===== src/rtl/mtvc_pkg.sv =====
// Types and constants of the moisture triggered valve controller.
`default_nettype none
package mtvc_pkg;

  localparam int unsigned TIMER_W  = 32;
  localparam int unsigned SAMPLE_W = 12;
  localparam int unsigned DELTA_W  = 16;
  localparam int unsigned CFG_IDX_W = 3;

  localparam logic [TIMER_W-1:0] TIMER_MAX = '1;

  typedef enum logic [1:0] {
    ACT_TICK     = 2'd0,
    ACT_OVERRIDE = 2'd1,
    ACT_TRIGGERS = 2'd2
  } action_t;

  typedef enum logic [CFG_IDX_W-1:0] {
    REG_THRESHOLD_A     = 3'd0,
    REG_THRESHOLD_B     = 3'd1,
    REG_HOLD_TIME_MS    = 3'd2,
    REG_MAX_WATERING_MS = 3'd3,
    REG_MAX_OVERRIDE_MS = 3'd4
  } reg_idx_t;

  localparam logic [SAMPLE_W-1:0] THRESHOLD_RST    = 12'd4095;
  localparam logic [TIMER_W-1:0]  HOLD_TIME_RST    = 32'd5000;
  localparam logic [TIMER_W-1:0]  MAX_WATERING_RST = 32'd60000;
  localparam logic [TIMER_W-1:0]  MAX_OVERRIDE_RST = 32'd60000;

  typedef struct packed {
    logic [1:0]          action;
    logic [DELTA_W-1:0]  elapsed_ms;
    logic [SAMPLE_W-1:0] moisture_a;
    logic [SAMPLE_W-1:0] moisture_b;
    logic                flag_value;
  } item_t;

  typedef struct packed {
    logic               valve_open;
    logic               override_on;
    logic               auto_enabled;
    logic [TIMER_W-1:0] open_time;
    logic [TIMER_W-1:0] held_time;
  } state_t;

  typedef struct packed {
    logic [SAMPLE_W-1:0] threshold_a;
    logic [SAMPLE_W-1:0] threshold_b;
    logic [TIMER_W-1:0]  hold_time_ms;
    logic [TIMER_W-1:0]  max_watering_ms;
    logic [TIMER_W-1:0]  max_override_ms;
  } cfg_t;

endpackage
`default_nettype wire


===== src/rtl/moisture_triggered_valve_controller.sv =====
// Top level of the moisture triggered valve controller.
//
//   channel  direction  handshake           payload
//   in       sink       in_valid/in_stall   action elapsed_ms moisture_a moisture_b flag_value
//   out      source     out_valid/out_stall valve_on override_active triggers_on
//                                           fault_shutoff watering_time_ms trigger_held_ms
//   cfg      sink       cfg_valid/cfg_ready cfg_index cfg_data
//
// An accepted beat lands in the input register; the step logic then updates
// the controller state and loads the result register, and one beat is taken
// every cycle unless out_stall holds a result. The loop through the state
// registers (one 32-bit add, saturate and compare chain) sets the cycle.
// Synchronous reset empties both stages, closes the valve, disables triggers
// and restores the register defaults. While out_stall holds a result, a beat
// in the input register waits and in_stall rises; cfg_ready is always high.
`default_nettype none
module moisture_triggered_valve_controller
  import mtvc_pkg::*;
(
  input  logic                 clk,
  input  logic                 rst,
  // input beats
  input  logic                 in_valid,
  output logic                 in_stall,
  input  logic [1:0]           action,
  input  logic [DELTA_W-1:0]   elapsed_ms,
  input  logic [SAMPLE_W-1:0]  moisture_a,
  input  logic [SAMPLE_W-1:0]  moisture_b,
  input  logic                 flag_value,
  // result beats
  output logic                 out_valid,
  input  logic                 out_stall,
  output logic                 valve_on,
  output logic                 override_active,
  output logic                 triggers_on,
  output logic                 fault_shutoff,
  output logic [TIMER_W-1:0]   watering_time_ms,
  output logic [TIMER_W-1:0]   trigger_held_ms,
  // register writes
  input  logic                 cfg_valid,
  output logic                 cfg_ready,
  input  logic [CFG_IDX_W-1:0] cfg_index,
  input  logic [TIMER_W-1:0]   cfg_data
);

  item_t  item;
  logic   item_valid;
  state_t state;
  state_t state_next;
  cfg_t   cfg;
  logic   fault;
  logic   advance;
  logic   in_take;

  // Move the held beat on when the result register is empty or being drained.
  assign advance  = item_valid && (!out_valid || !out_stall);
  assign in_stall = item_valid && !advance;
  assign in_take  = in_valid && !in_stall;
  assign cfg_ready = 1'b1;

  // Input register.
  always_ff @(posedge clk) begin
    if (rst) begin
      item_valid <= 1'b0;
    end else if (in_take) begin
      item_valid <= 1'b1;
    end else if (advance) begin
      item_valid <= 1'b0;
    end
  end

  always_ff @(posedge clk) begin
    if (in_take) begin
      item.action     <= action;
      item.elapsed_ms <= elapsed_ms;
      item.moisture_a <= moisture_a;
      item.moisture_b <= moisture_b;
      item.flag_value <= flag_value;
    end
  end

  // Configuration registers; unknown indexes are dropped.
  always_ff @(posedge clk) begin
    if (rst) begin
      cfg.threshold_a     <= THRESHOLD_RST;
      cfg.threshold_b     <= THRESHOLD_RST;
      cfg.hold_time_ms    <= HOLD_TIME_RST;
      cfg.max_watering_ms <= MAX_WATERING_RST;
      cfg.max_override_ms <= MAX_OVERRIDE_RST;
    end else if (cfg_valid && cfg_ready) begin
      case (reg_idx_t'(cfg_index))
        REG_THRESHOLD_A:     cfg.threshold_a     <= cfg_data[SAMPLE_W-1:0];
        REG_THRESHOLD_B:     cfg.threshold_b     <= cfg_data[SAMPLE_W-1:0];
        REG_HOLD_TIME_MS:    cfg.hold_time_ms    <= cfg_data;
        REG_MAX_WATERING_MS: cfg.max_watering_ms <= cfg_data;
        REG_MAX_OVERRIDE_MS: cfg.max_override_ms <= cfg_data;
        default: begin
        end
      endcase
    end
  end

  mtvc_step u_step (
    .item  (item),
    .cur   (state),
    .cfg   (cfg),
    .nxt   (state_next),
    .fault (fault)
  );

  // Controller state advances once per beat.
  always_ff @(posedge clk) begin
    if (rst) begin
      state <= '0;
    end else if (advance) begin
      state <= state_next;
    end
  end

  // Result register.
  always_ff @(posedge clk) begin
    if (rst) begin
      out_valid <= 1'b0;
    end else if (advance) begin
      out_valid <= 1'b1;
    end else if (!out_stall) begin
      out_valid <= 1'b0;
    end
  end

  always_ff @(posedge clk) begin
    if (advance) begin
      valve_on         <= state_next.valve_open;
      override_active  <= state_next.override_on;
      triggers_on      <= state_next.auto_enabled;
      fault_shutoff    <= fault;
      watering_time_ms <= state_next.open_time;
      trigger_held_ms  <= state_next.held_time;
    end
  end

endmodule
`default_nettype wire


===== src/rtl/mtvc_step.sv =====
// Next-state logic for one controller beat.
`default_nettype none
module mtvc_step
  import mtvc_pkg::*;
(
  input  item_t  item,
  input  state_t cur,
  input  cfg_t   cfg,
  output state_t nxt,
  output logic   fault
);

  logic [TIMER_W:0]   open_sum;
  logic [TIMER_W:0]   held_sum;
  logic [TIMER_W-1:0] open_t;
  logic [TIMER_W-1:0] held_sat;
  logic               calls;

  assign open_sum = {1'b0, cur.open_time} + {{(TIMER_W+1-DELTA_W){1'b0}}, item.elapsed_ms};
  assign held_sum = {1'b0, cur.held_time} + {{(TIMER_W+1-DELTA_W){1'b0}}, item.elapsed_ms};
  assign held_sat = held_sum[TIMER_W] ? TIMER_MAX : held_sum[TIMER_W-1:0];
  assign open_t   = !cur.valve_open ? '0 :
                    (open_sum[TIMER_W] ? TIMER_MAX : open_sum[TIMER_W-1:0]);
  assign calls    = (item.moisture_a >= cfg.threshold_a) ||
                    (item.moisture_b >= cfg.threshold_b);

  always_comb begin
    nxt   = cur;
    fault = 1'b0;
    case (action_t'(item.action))
      ACT_TICK: begin
        nxt.open_time = open_t;
        if (cur.auto_enabled && !cur.override_on) begin
          nxt.held_time = calls ? held_sat : '0;
          if (nxt.held_time >= cfg.hold_time_ms && open_t < cfg.max_watering_ms) begin
            nxt.valve_open = 1'b1;
          end else begin
            if (open_t >= cfg.max_watering_ms) begin
              nxt.auto_enabled = 1'b0;
              fault            = 1'b1;
            end
            nxt.valve_open = 1'b0;
          end
        end else begin
          nxt.held_time = '0;
        end
        // end the override once it has run its maximum
        if (cur.override_on && nxt.valve_open && open_t >= cfg.max_override_ms) begin
          nxt.held_time   = '0;
          nxt.override_on = 1'b0;
          nxt.valve_open  = 1'b0;
        end
      end
      ACT_OVERRIDE: begin
        nxt.held_time   = '0;
        nxt.override_on = item.flag_value;
        nxt.valve_open  = item.flag_value;
      end
      ACT_TRIGGERS: begin
        nxt.auto_enabled = item.flag_value;
      end
      default: begin
        nxt = cur;
      end
    endcase
  end

endmodule
`default_nettype wire


===== config.mk =====
export PLATFORM = sky130hd
export DESIGN_NAME = moisture_triggered_valve_controller
export DESIGN_NICKNAME = d
export VERILOG_FILES = /design/src/rtl/mtvc_pkg.sv /design/src/rtl/moisture_triggered_valve_controller.sv /design/src/rtl/mtvc_step.sv
export SDC_FILE = /design/constraint.sdc
export NUM_CORES = 1
export LEC_CHECK = 0
export BUFFER_PORTS_ARGS = -buffer_cell sky130_fd_sc_hd__buf_2
export CAP_MARGIN = 10
export CORE_UTILIZATION = 35
export CTS_BUF_LIST = sky130_fd_sc_hd__clkbuf_2 sky130_fd_sc_hd__clkbuf_4 sky130_fd_sc_hd__clkbuf_8
export DETAILED_ROUTE_END_ITERATION = 12
export MAX_ROUTING_LAYER = met4
export SYNTH_ARGS = -nofsm -noshare
export SYNTH_HDL_FRONTEND = slang
export SYNTH_SLANG_ARGS = --single-unit

===== constraint.sdc =====
create_clock -name clk -period 5.7 [get_ports clk]
set_input_delay 0.57 -clock clk [delete_from_list [all_inputs] [get_ports clk]]
set_output_delay 0.57 -clock clk [all_outputs]
set_load 0.02 [all_outputs]

==> results of run 1 <==
-- kinds of logic after synthesis --
logic type      count (synthesis)
simple gates                  703
compound gates                514
flops                         300
buf+inv                       245
fa+ha+maj                     154
xor+xnor                       44
mux                            10
other cells                     1
-- layout make-up --
cell class | instances | area [um^2]
well taps | 615 | 769.5
inverters | 137 | 514.2
clock inverters | 23 | 327.8
clock buffers | 79 | 1006
repair buffers | 178 | 958.4
multi-input cells | 1426 | 8985
diodes | 10 | 25.02
flip-flops and latches | 300 | 7117
fillers | 4727 | 28240
-- power by group --
| group | leakage, uW | internal (uW) | switching, uW |
|---|---|---|---|
| registers | 0.00259 | 2290 | 33.2 |
| clock network | 0.000689 | 1500 | 983 |
| logic | 0.00473 | 139 | 299 |
| total | 0.00801 | 3930 | 1310 |
-- state kept, by name, indices dropped and copies added (netlist names) --
signal	flops
override_active	1
fault_shutoff	1
state	67
trigger_held_ms	32
item	43
triggers_on	1
cfg	120
out_valid	1
watering_time_ms	32
item_valid	1
valve_on	1
-- per-stage QoR --
step	area (um^2)	setup slack, ns
5_1_grt	19700	0.004725
2_1_floorplan	17060	0.8168
3_5_place_dp	18330	0.2658
6_report	19700	0.3254
4_1_cts	19670	0.2648
3_3_place_gp	18330	0.3361
-- worst paths after layout --
check	start	end	slack [ns]	cells past startpoint
max	item[37]	valve_on	0.33	18
min	elapsed_ms[11]	item[36]	0.11	1
max reg2reg	item[37]	valve_on	0.33	18
min reg2reg	cfg[62]	cfg[62]	0.45	2
-- worst reg2reg max path, stage by stage (launching register included) --
cell and delay, ns:
edfxtp_1 0.49, ha_1 0.47, nand2_1 0.17, nor2_1 0.23
nand2_1 0.13, nor4_2 0.35, nor2_4 0.09, nor2_2 0.50
o21ai_0 0.42, ha_1 0.40, nor2_1 0.04, a21oi_1 0.20
o31ai_1 0.13, a2111oi_0 0.43, nor2_1 0.10, o311a_1 0.36
and3_1 0.22, o31ai_2 0.26, o211ai_1 0.13
-- placed cells by master, fill, tap and decap left out, drive strengths merged, types with 19 or more instances in the layout --
master,count
and3,23
ha,152
nand3,33
a311oi,19
o21ai,87
edfxtp,111
nand2,352
nand3b,37
dfxtp,189
buf,178
a21o,22
nor3,27
clkbuf,79
xnor2,31
nand4,19
a21oi,252
inv,138
nor2,141
-- metal layers --
metal	vias up	GRT usage	wire, um
met5	-	-	0
met4	0	0.08432	1849
met3	94	0.04576	3984
met2	531	0.3003	21310
met1	6947	0.3015	25130
li1	7206	-	-
-- timing repair --
action,in CTS,in global routing
hold endpoints to repair,0,0
endpoints found under the setup margin,0,2
resized for setup,0,2
==> impl_results.md, run 1 <==
* Seq cells post-synth at 300
* GP Congestion at 0.9227
* Post-Synth Adder-Cell Area at 0.1138
* Crit path DAT at 5.74 ns
* Total GRT Usage at 0.2155
* Via-per-instance ratio at 5.339
* Simple logic cell fraction of the synthesized area at 0.1926
* Max incr delay on CP at 0.50 ns
* Buf/Inv on CP at 0
* Largest net degree at the start of global routing at 86
* DRC viols at 0
* Post-CTS setup buffer count at 0
* Total Power at 5244 uW
* Final Core Density at 0.4109
* Wire per inst at 18.89 um
* Core area at 47,950 um^2
* Initial antenna violation count at 10
* Setup CP Type: flop to flop
* Sequential area share after synthesis at 0.4172
* Via count at 14.78k
* Post-DP HPWL at 38.31 mm
* Largest family of logic cells by synthesized area: simple AND/OR/NAND/NOR gates
* CP max stage cell: nor2_2
* Setup TNS at 0 ns
* Vias in the first global route at 13.85k
* Fin Clk Skew at 0.02370 ns
* Syn Inst Count at 1,971
* IO Count at 154
* Peak supply drop at 0.0002522 V
* Highest clock rate at 0.1861 GHz
* Worst path cell trace: ha_1 -> nand2_1 -> nor2_1 -> nand2_1 -> nor4_2 -> nor2_4 -> nor2_2 -> o21ai_0 -> ha_1 -> nor2_1 -> a21oi_1 -> o31ai_1 -> a2111oi_0 -> nor2_1 -> o311a_1 -> and3_1 -> o31ai_2 -> o211ai_1
* Clk_lat worst skew at 0.65 ns
* Required @ worst endpoint at 6.07 ns
* Num CTS Buffers at 54
* Non-filler cells, final at 2,768
* Pwr per Cell Area at 266.1 nW/um^2
* Slew HR at 0.3325
* Synth Area in XOR/XNOR at 0.02259
* Syn. warnings at 0
* Die Span Y at 222.8 um
* Avg Synthesized Cell Area at 8.654 um^2
* IO buf count at 152
* DRT Wirelength at 52.28 mm
* Cell variety after synth at 89
* Min Hold Slack at 0.1100 ns
* Global-route wire length before repair at 80.54 mm
* Fin. max-slew vios at 0
* Initial drt markers at 1,128
* Clock Sinks at 300
* Max cap viols at 0
* Post-route clock period utilization at 0.9429
* Cell count after placement at 2,656
* Full die area at 49,620 um^2
* Final Hold Viols at 0
* Hold buffer count at cts at 0
* Crit path max-delay family: compound AO/OA/AOI/OAI gates
* Share of the synthesized area in the top cell type at 0.2218
* Final setup fails at 0
* Post-route ant nets at 0
* Post-Syn Nets at 2,208
* Hold Crit Class: input port to flop
* Measured slew at the worst slew-check pin at 1.001 ns
* Synth Area in Compound Gates at 0.1894
* Final #Nets at 2,334
* Shortest period the worst path allows at 5.375 ns
* Pleak at 0.008014 uW
* Post-synth top area cell: dfxtp_1
* FP Rows at 80
* Largest cells by area after synthesis: dfxtp_1 (22%), edfxtp_1 (20%), ha_1 (11%)
* Status: complete, no violations
* Grt total ovfl at 0
* Layout area overhead at 15.51%
* Clock buffer depth at 3
* Most frequent cell after synthesis: nand2_1
* DRT Pass-1 Iters at 5
* Mux contribution to synthesized area at 0.006235
* Mapped cell area at 17,060 um^2
* Root Buffer: clkbuf_8
* EDFF count, synth at 111
* RSZ-0062 raised after global routing: false
* Initial cell density of the core at 0.3558
* TritonCTS clock tree: yes
* Startpoint Class: flop
* Clock transition at path regs at 0.06 ns
* Die Width at 222.8 um
* Synth cell count leaders: nand2_1 (352), a21oi_1 (245), dfxtp_1 (189)
* Share of layout cells above drive strength 1 at 0.1554
* Prevailing post-synth register cell: dfxtp_1
* Critical-path maximum fanout at 13
* Most used cell, CP: nor2_1
* Max H-tree Level at 2
* Worst Setup End Kind: flop
* Async S/R FF share, synth at 0
Note: power is estimated with default switching activity, not from simulation.
==> run 2: changes to the inputs <==
Settings changed: GPL_TIMING_DRIVEN set to 0, SYNTH_HIERARCHICAL set to 1.
Clock period 5.7 ns to 6.6 ns, I/O delays scaled along.
==> run 2 against run 1 <==
Synthesized area increased by 5.9%. Highest routed layer unchanged. Fmax decreased by 5.6%. Final area increased by 6.3%.
==> impl_results.md, run 2 <==
* Largest net degree at the start of global routing at 66 (-23%)
* Post-route clock period utilization at 0.8630 (-0.07990)
* Global-route wire length before repair at 82.10 mm (+1.9%)
* Final setup fails at 0 (unchanged)
* Slew HR at 0.3173 (-0.01518)
* Cts repair resizes at 0 (unchanged)
* Async S/R FF share, synth at 0 (unchanged)
* Wire per inst at 18.71 um (-0.95%)
* Layout area overhead at 15.90%
* Reported net switching power at 1087 uW (-17%)
* Hold buffer count at cts at 0 (unchanged)
* Syn. warnings at 6 (+6)
* Full die area at 52,540 um^2 (+5.9%)
* Part of the power in the clock network at 0.450 (-0.024)
* DRT met1 WL at 25.30 mm (+0.69%)
* Sequential area share after synthesis at 0.3938 (-0.02340)
* Via count at 14.73k (-0.32%)
* Initial antenna violation count at 2 (-8)
* Most common cell after layout, fill and taps aside: nand2b_1
* Crit path DAT at 6.27 ns (+0.53 ns)
* Initial cell density of the core at 0.3573 (+0.001503)
* Setup TNS at 0 ns (unchanged)
* Most flop-heavy register: cfg
* Status: complete, no violations
* Top Registers: cfg: 120 flops, state: 67 flops, item: 43 flops
* Pwr per Cell Area at 206.7 nW/um^2 (-22%)
* Vias in the first global route at 14.48k (+4.5%)
* Measured slew at the worst slew-check pin at 1.011 ns (+0.009943 ns)
* Most frequent cells in the layout: nand2b_1 (249), dfxtp_1 (189), mux2i_1 (187)
* DRC viols at 0 (unchanged)
* Syn Inst Count at 1,924 (-2.4%)
* DRT Wirelength at 53.33 mm (+2.0%)
* Avg Synthesized Cell Area at 9.392 um^2 (+8.5%)
* Clock transition at path regs at 0.06 ns (about the same)
* Register-to-register setup slack at 0.90 ns (+0.58 ns)
* EDFF count, synth at 111 (unchanged)
* R2R Path End: state[66]
* Setup CP Type: flop to flop
* Shortest period the worst path allows at 5.696 ns (+0.3213 ns)
* Max H-tree Level at 2 (unchanged)
* RSZ-0062 raised after global routing: false
* Min Hold Slack at 0.1822 ns (+0.07220 ns)
* Prevailing post-synth register cell: dfxtp_1
* IO buf count at 151 (-0.66%)
* Share of layout cells above drive strength 1 at 0.1461 (-0.009250)
* Die Width at 229.2 um (+2.9%)
* Clock Sinks at 300 (unchanged)
* Final #Nets at 2,370 (+1.5%)
* Post-DP HPWL at 41.62 mm (+8.6%)
* Cell variety after synth at 84 (-5.6%)
* Share of the synthesized area in the top cell type at 0.2094 (-0.01244)
* Routed wl met2 at 22.99 mm (+7.8%)
* Total Power at 4329 uW (-17%)
* Largest cells by area after synthesis: dfxtp_1 (21%), edfxtp_1 (18%), ha_1 (11%)
* Fin. max-slew vios at 0 (unchanged)
* GP Congestion at 0.9453 (+2.4%)
* Top layer in use: met4
* Mapped cell area at 18,070 um^2 (+5.9%)
* Worst Setup End Kind: flop
* Startpoint Class: flop
* Hold depth at 1 (unchanged)
* Synth cell count leaders: nand2b_1 (249), dfxtp_1 (189), mux2i_1 (187)
* Worst Hold Launch: moisture_a[4]
* Core area at 50,580 um^2 (+5.5%)
* Hold Crit Class: input port to flop
* Via-per-instance ratio at 5.167 (-3.2%)
* Die Span Y at 229.2 um (+2.9%)
* Reg2reg path depth at 18 (unchanged)
* Max cap viols at 0 (unchanged)
* Post-synth top area cell: dfxtp_1
* Switching Share at 0.2511 (+0.0003082)
* Pleak at 0.008911 uW (+11%)
* Most frequent cell after synthesis: nand2b_1
* Initial drt markers at 1,034 (-8.3%)
* IO Count at 154 (unchanged)
* Final Hold Viols at 0 (unchanged)
* Fin Clk Skew at 0.01477 ns (-0.008933 ns)
* Critical-path maximum fanout at 4 (-9)
* Peak supply drop at 0.0001964 V (-22%)
* DRT Pass-1 Iters at 5 (unchanged)
* Seq cells post-synth at 300 (unchanged)
* Total GRT Usage at 0.2065 (-0.009098)
* Highest clock rate at 0.1756 GHz (-5.6%)
* Largest register FFs at 120 (unchanged)
* Post-Syn Nets at 2,161 (-2.1%)
* Grt total ovfl at 0 (unchanged)
* FP Rows at 82 (+2.5%)
* Routed wl met3 at 3.236 mm (-19%)
* Combinational Power Share at 0.088 (+0.004)
* TritonCTS clock tree: yes
* Final Core Density at 0.4141 (+0.003131)
* Post-route ant nets at 0 (unchanged)
* Clk_lat worst skew at 0.65 ns (about the same)
* Num CTS Buffers at 54 (unchanged)
* Root Buffer: clkbuf_8
* Sequential share of power at 0.462 (+0.020)
* Post-CTS setup buffer count at 0 (unchanged)
* Worst Hold End: item[17]
* P_int at 3242 uW (-17%)
* RR Startpoint: item[25]
* Clock buffer depth at 3 (unchanged)
* Required @ worst endpoint at 7.17 ns (+1.10 ns)
[run 2: changes by cell type after synthesis, sizes merged, moves of 24 or more]
cell | before | now
nand3b | 37 | 2
a21oi | 252 | 112
nor2 | 141 | 167
clkbuf | 76 | 52
nand2 | 352 | 88
mux2i | 5 | 187
nand2b | 13 | 249
[run 2: cell type report]
type / instances / area (um^2)
diodes: 3 / 7.507
plain buffers: 98 / 525.5
clock buffers: 80 / 1001
clock inverters: 19 / 202.7
fillers: 4895 / 29640
inverters: 140 / 525.5
multi-input cells: 1386 / 9913
flip-flops and latches: 300 / 7117
well taps: 672 / 840.8
repair buffers: 153 / 810.8
[run 2: critical path: stages, from the launching register on]
cell and delay (ns):
edfxtp_1 0.46, ha_1 0.26, fa_1 0.24, a21oi_1 0.11
o22ai_2 0.23, a31oi_2 0.19, o311ai_0 0.91, nand2_1 0.30
o31ai_1 0.37, nor2_1 0.16, ha_1 0.31, and4_1 0.18
a221oi_1 0.57, nand2_1 0.11, a21oi_1 0.21, o21ai_0 0.31
a32oi_1 0.48, nand2b_1 0.09, mux2i_1 0.13
[run 2: logic make-up (layout without fill, tap and decap cells)]
family                     Yosys count  in the layout  synth area share
adders and majority gates          154            154            0.1075
AOI/OAI and AO/OA                  350            350            0.1253
buffers and inverters              238            490           0.05802
and+or+nand+nor                    654            654            0.1919
other                                1              4         0.0002075
DFF                                300            300            0.3938
xor gates and xnor gates            38             38           0.01842
muxes                              189            189            0.1048
[run 2: metrics by stage]
stage | cell area [um^2] | cells | worst slack, ns
2_1_floorplan | 18070 | 1924 | 2.232
3_3_place_gp | 19670 | 2747 | 1.077
3_5_place_dp | 19730 | 2749 | 1.019
4_1_cts | 20940 | 2848 | 0.9869
5_1_grt | 20940 | 2850 | 0.6769
6_report | 20940 | 2851 | 0.9041
[run 2: routing by layer]
| layer | GRT usage | vias up |
|---|---|---|
| met5 | - | - |
| met4 | 0.07479 | 0 |
| met3 | 0.04133 | 98 |
| met2 | 0.3099 | 466 |
| li1 | - | 7192 |
| met1 | 0.2738 | 6975 |
[run 2: worst max path at each step]
stage	start	slack, ns	to
6_report	item[25]	0.90	state[66]
5_1_grt	item[36]	0.68	state[66]
4_1_cts	item[25]	0.99	state[66]
3_5_place_dp	item[25]	1.02	state[66]
3_3_place_gp	item[25]	1.08	state[66]
2_1_floorplan	item[25]	2.23	state[66]
[run 2: power by group through the flow]
stage | sequential (uW) | clock (uW) | combinational, uW
global route | 2000 | 2080 | 414
global placement | 2040 | 0 | 368
detailed placement | 2040 | 0 | 380
floorplan | 2050 | 0 | 217
CTS | 2000 | 2010 | 382
finish | 2000 | 1950 | 382
==> run 3: changes to the inputs <==
Settings changed: CORE_UTILIZATION 35 to 45.
==> run 3 against run 2 <==
Wire length is 2.2% lower. Clock skew is 0.024 ns higher. Final area is 1.5% lower. Count of clock-buffer cells in the layout fell by 14. Die area is 22% lower. Critical endpoint unchanged. Fmax shrank 0.55%. Largest power group unchanged. Critical path depth rose by 1.
==> impl_results.md, run 3 (same netlist as run 2, synthesis figures left out) <==
* TritonCTS clock tree: yes
* Setup CP Type: flop to flop
* Largest register FFs at 120 (unchanged)
* IO Count at 154 (unchanged)
* Post-DP HPWL at 40.35 mm (-3.1%)
* Via-per-instance ratio at 5.427 (+5.0%)
* GP Congestion at 0.9600 (+1.6%)
* Fin Clk Skew at 0.03861 ns (+0.02384 ns)
* Most frequent cells in the layout: nand2b_1 (249), dfxtp_1 (189), mux2i_1 (187)
* Pwr per Cell Area at 202.3 nW/um^2 (-2.1%)
* Root Buffer: clkbuf_8
* Measured slew at the worst slew-check pin at 0.9787 ns (-0.03247 ns)
* Hold Crit Class: input port to flop
* Num CTS Buffers at 52 (-3.7%)
* CP max stage cell: o31ai_2
* Placed inst area at 19,540 um^2 (-0.97%)
* Most common cell after layout, fill and taps aside: nand2b_1
* Clk_lat worst skew at 0.65 ns (about the same)
* Finished layout cell area at 20,630 um^2 (-1.5%)
* Clock Sinks at 300 (unchanged)
* Post-CTS setup buffer count at 0 (unchanged)
* Peak supply drop at 0.0001690 V (-14%)
* Shortest period the worst path allows at 5.727 ns (+0.03126 ns)
* Switching Share at 0.2614 (+0.01031)
* Critical-path maximum fanout at 10 (+6)
* Hold buffer count at cts at 0 (unchanged)
* Register area at 7117 um^2 (unchanged)
* Crit path DAT at 6.27 ns (about the same)
* Highest clock rate at 0.1746 GHz (-0.55%)
* Max H-tree Level at 2 (unchanged)
* Combinational Power Share at 0.092 (+0.004)
* Die Span Y at 202.4 um (-12%)
* Clock transition at path regs at 0.07 ns (about the same)
* Worst path cell trace: ha_1 -> clkbuf_1 -> a21oi_1 -> o21ai_0 -> a21oi_1 -> o31ai_2 -> nand2_1 -> buf_2 -> buf_2 -> a21oi_1 -> ha_1 -> nand3_1 -> or4_1 -> o21ai_0 -> a41oi_1 -> a211o_1 -> a32oi_1 -> nand2b_1 -> mux2i_1
* Diode count at 0 (-3)
* Required @ worst endpoint at 7.14 ns (-0.03 ns)
* Sequential share of power at 0.478 (+0.016)
* Max incr delay on CP at 0.61 ns (-0.30 ns)
* Total GRT Usage at 0.2636 (+0.05716)
* Core area at 39,640 um^2 (-22%)
* Final setup fails at 0 (unchanged)
* Final #Nets at 2,368 (-0.084%)
* Setup TNS at 0 ns (unchanged)
* Initial drt markers at 1,101 (+6.5%)
* Cts repair resizes at 0 (unchanged)
* Share of layout cells above drive strength 1 at 0.1389 (-0.007289)
* Post-route clock period utilization at 0.8677 (+0.004737)
* IO buf count at 151 (unchanged)
* Die Width at 202.4 um (-12%)
* Via count at 14.65k (-0.52%)
* Worst Hold Launch: moisture_b[6]
* Initial antenna violation count at 0 (-2)
* Global-route wire length before repair at 80.84 mm (-1.5%)
* Vias in the first global route at 14.13k (-2.4%)
* Status: complete, no violations
* Part of the power in the clock network at 0.430 (-0.020)
* Largest net degree at the start of global routing at 72 (+9.1%)
* Area occupied by multi-input gates at 9913 um^2 (unchanged)
* Crit path launch: item[38]
* Startpoint Class: flop
* Post-route ant nets at 0 (unchanged)
* Most used cell, CP: a21oi_1
* Top Registers: cfg: 120 flops, state: 67 flops, item: 43 flops
* Final-layout fill cell count at 3,778 (-23%)
* Clock buffer depth at 3 (unchanged)
* DRT Wirelength at 52.14 mm (-2.2%)
* Max cap viols at 0 (unchanged)
* Layout area overhead at 14.15%
* Full die area at 40,960 um^2 (-22%)
* Pleak at 0.008822 uW (-1.0%)
* DRT Pass-1 Iters at 5 (unchanged)
* Grt total ovfl at 0 (unchanged)
* Initial cell density of the core at 0.4559 (+0.09860)
* DRC viols at 0 (unchanged)
* Fin. max-slew vios at 0 (unchanged)
* RR Startpoint: item[38]
* Reported net switching power at 1091 uW (+0.37%)
* FP Rows at 73 (-11%)
* Slew HR at 0.3451 (+0.02779)
* Most flop-heavy register: cfg
* Wire per inst at 19.31 um (+3.2%)
* P_int at 3083 uW (-4.9%)
* Final Hold Viols at 0 (unchanged)
* RSZ-0062 raised after global routing: false
* Worst Setup End Kind: flop
run 3: cell count changes in the layout (fill, tap and decap cells not counted):
| cell | previous run | this run |
|---|---|---|
| bufinv_16 | 4 | 3 |
| clkbuf_4 | 16 | 9 |
| clkinv_4 | 2 | 0 |
| buf_12 | 3 | 4 |
| clkbuf_8 | 64 | 57 |
| buf_16 | 2 | 1 |
| inv_6 | 0 | 1 |
| clkinv_2 | 7 | 3 |
| clkinvlp_4 | 2 | 5 |
| diode_2 | 3 | 0 |
| clkinv_1 | 5 | 20 |
| inv_8 | 0 | 1 |
run 3: routing by layer:
layer  up-vias  GRT usage  wire (um)
li1       7192          -          -
met1      6898     0.3660      24710
met2       475     0.3869      22380
met3        89    0.03934       3311
met4         0    0.09667       1733
met5         -          -          0
run 3: area by class of cell:
class,count,share of cell area
Multi-Input combinational cell,1386,0.4806
Sequential cell,300,0.3450
Clock buffer,66,0.04131
Timing Repair Buffer,153,0.03894
Tap cell,525,0.03185
Buffer,98,0.02548
Inverter,140,0.02548
Clock inverter,32,0.01134
run 3: worst max-delay path, delay by kind of cell, from the launching register on:
kind            cells  cell delay (ns)
buf+inv             3             0.77
flops               1             0.53
simple gates        4             1.05
mux                 1             0.13
compound gates      9             2.59
fa+ha+maj           2             0.57
run 3: power by group through the flow:
stage,Combinational [uW],Sequential [uW],Clock [uW]
after floorplan,217,2050,0
after global placement,371,2040,0
after detailed placement,381,2040,0
after CTS,383,2000,1840
after global routing,416,2000,1920
final,383,2000,1790
run 3: path summary, 6_finish.rpt:
path	to	slack, ns	cells after the start
worst max-delay path	state[66]	0.87	19
worst min-delay path	item[7]	0.19	1
worst max register to register	state[66]	0.87	19
worst min register to register	cfg[51]	0.48	2
run 3: per-stage QoR:
stage / cells / total power (uW) / hold WS [ns] / worst slack [ns] / util
global placement: 2600 / 2409 / 0.4574 / 1.110 / 0.4915
finish: 2700 / 4174 / 0.1899 / 0.8729 / 0.5204
global route: 2700 / 4338 / 0.1572 / 0.6577 / 0.5204
detailed placement: 2602 / 2417 / 0.4661 / 1.041 / 0.4930
CTS: 2700 / 4224 / 0.1372 / 0.9844 / 0.5204
floorplan: 1924 / 2266 / 0.4454 / 2.232 / -
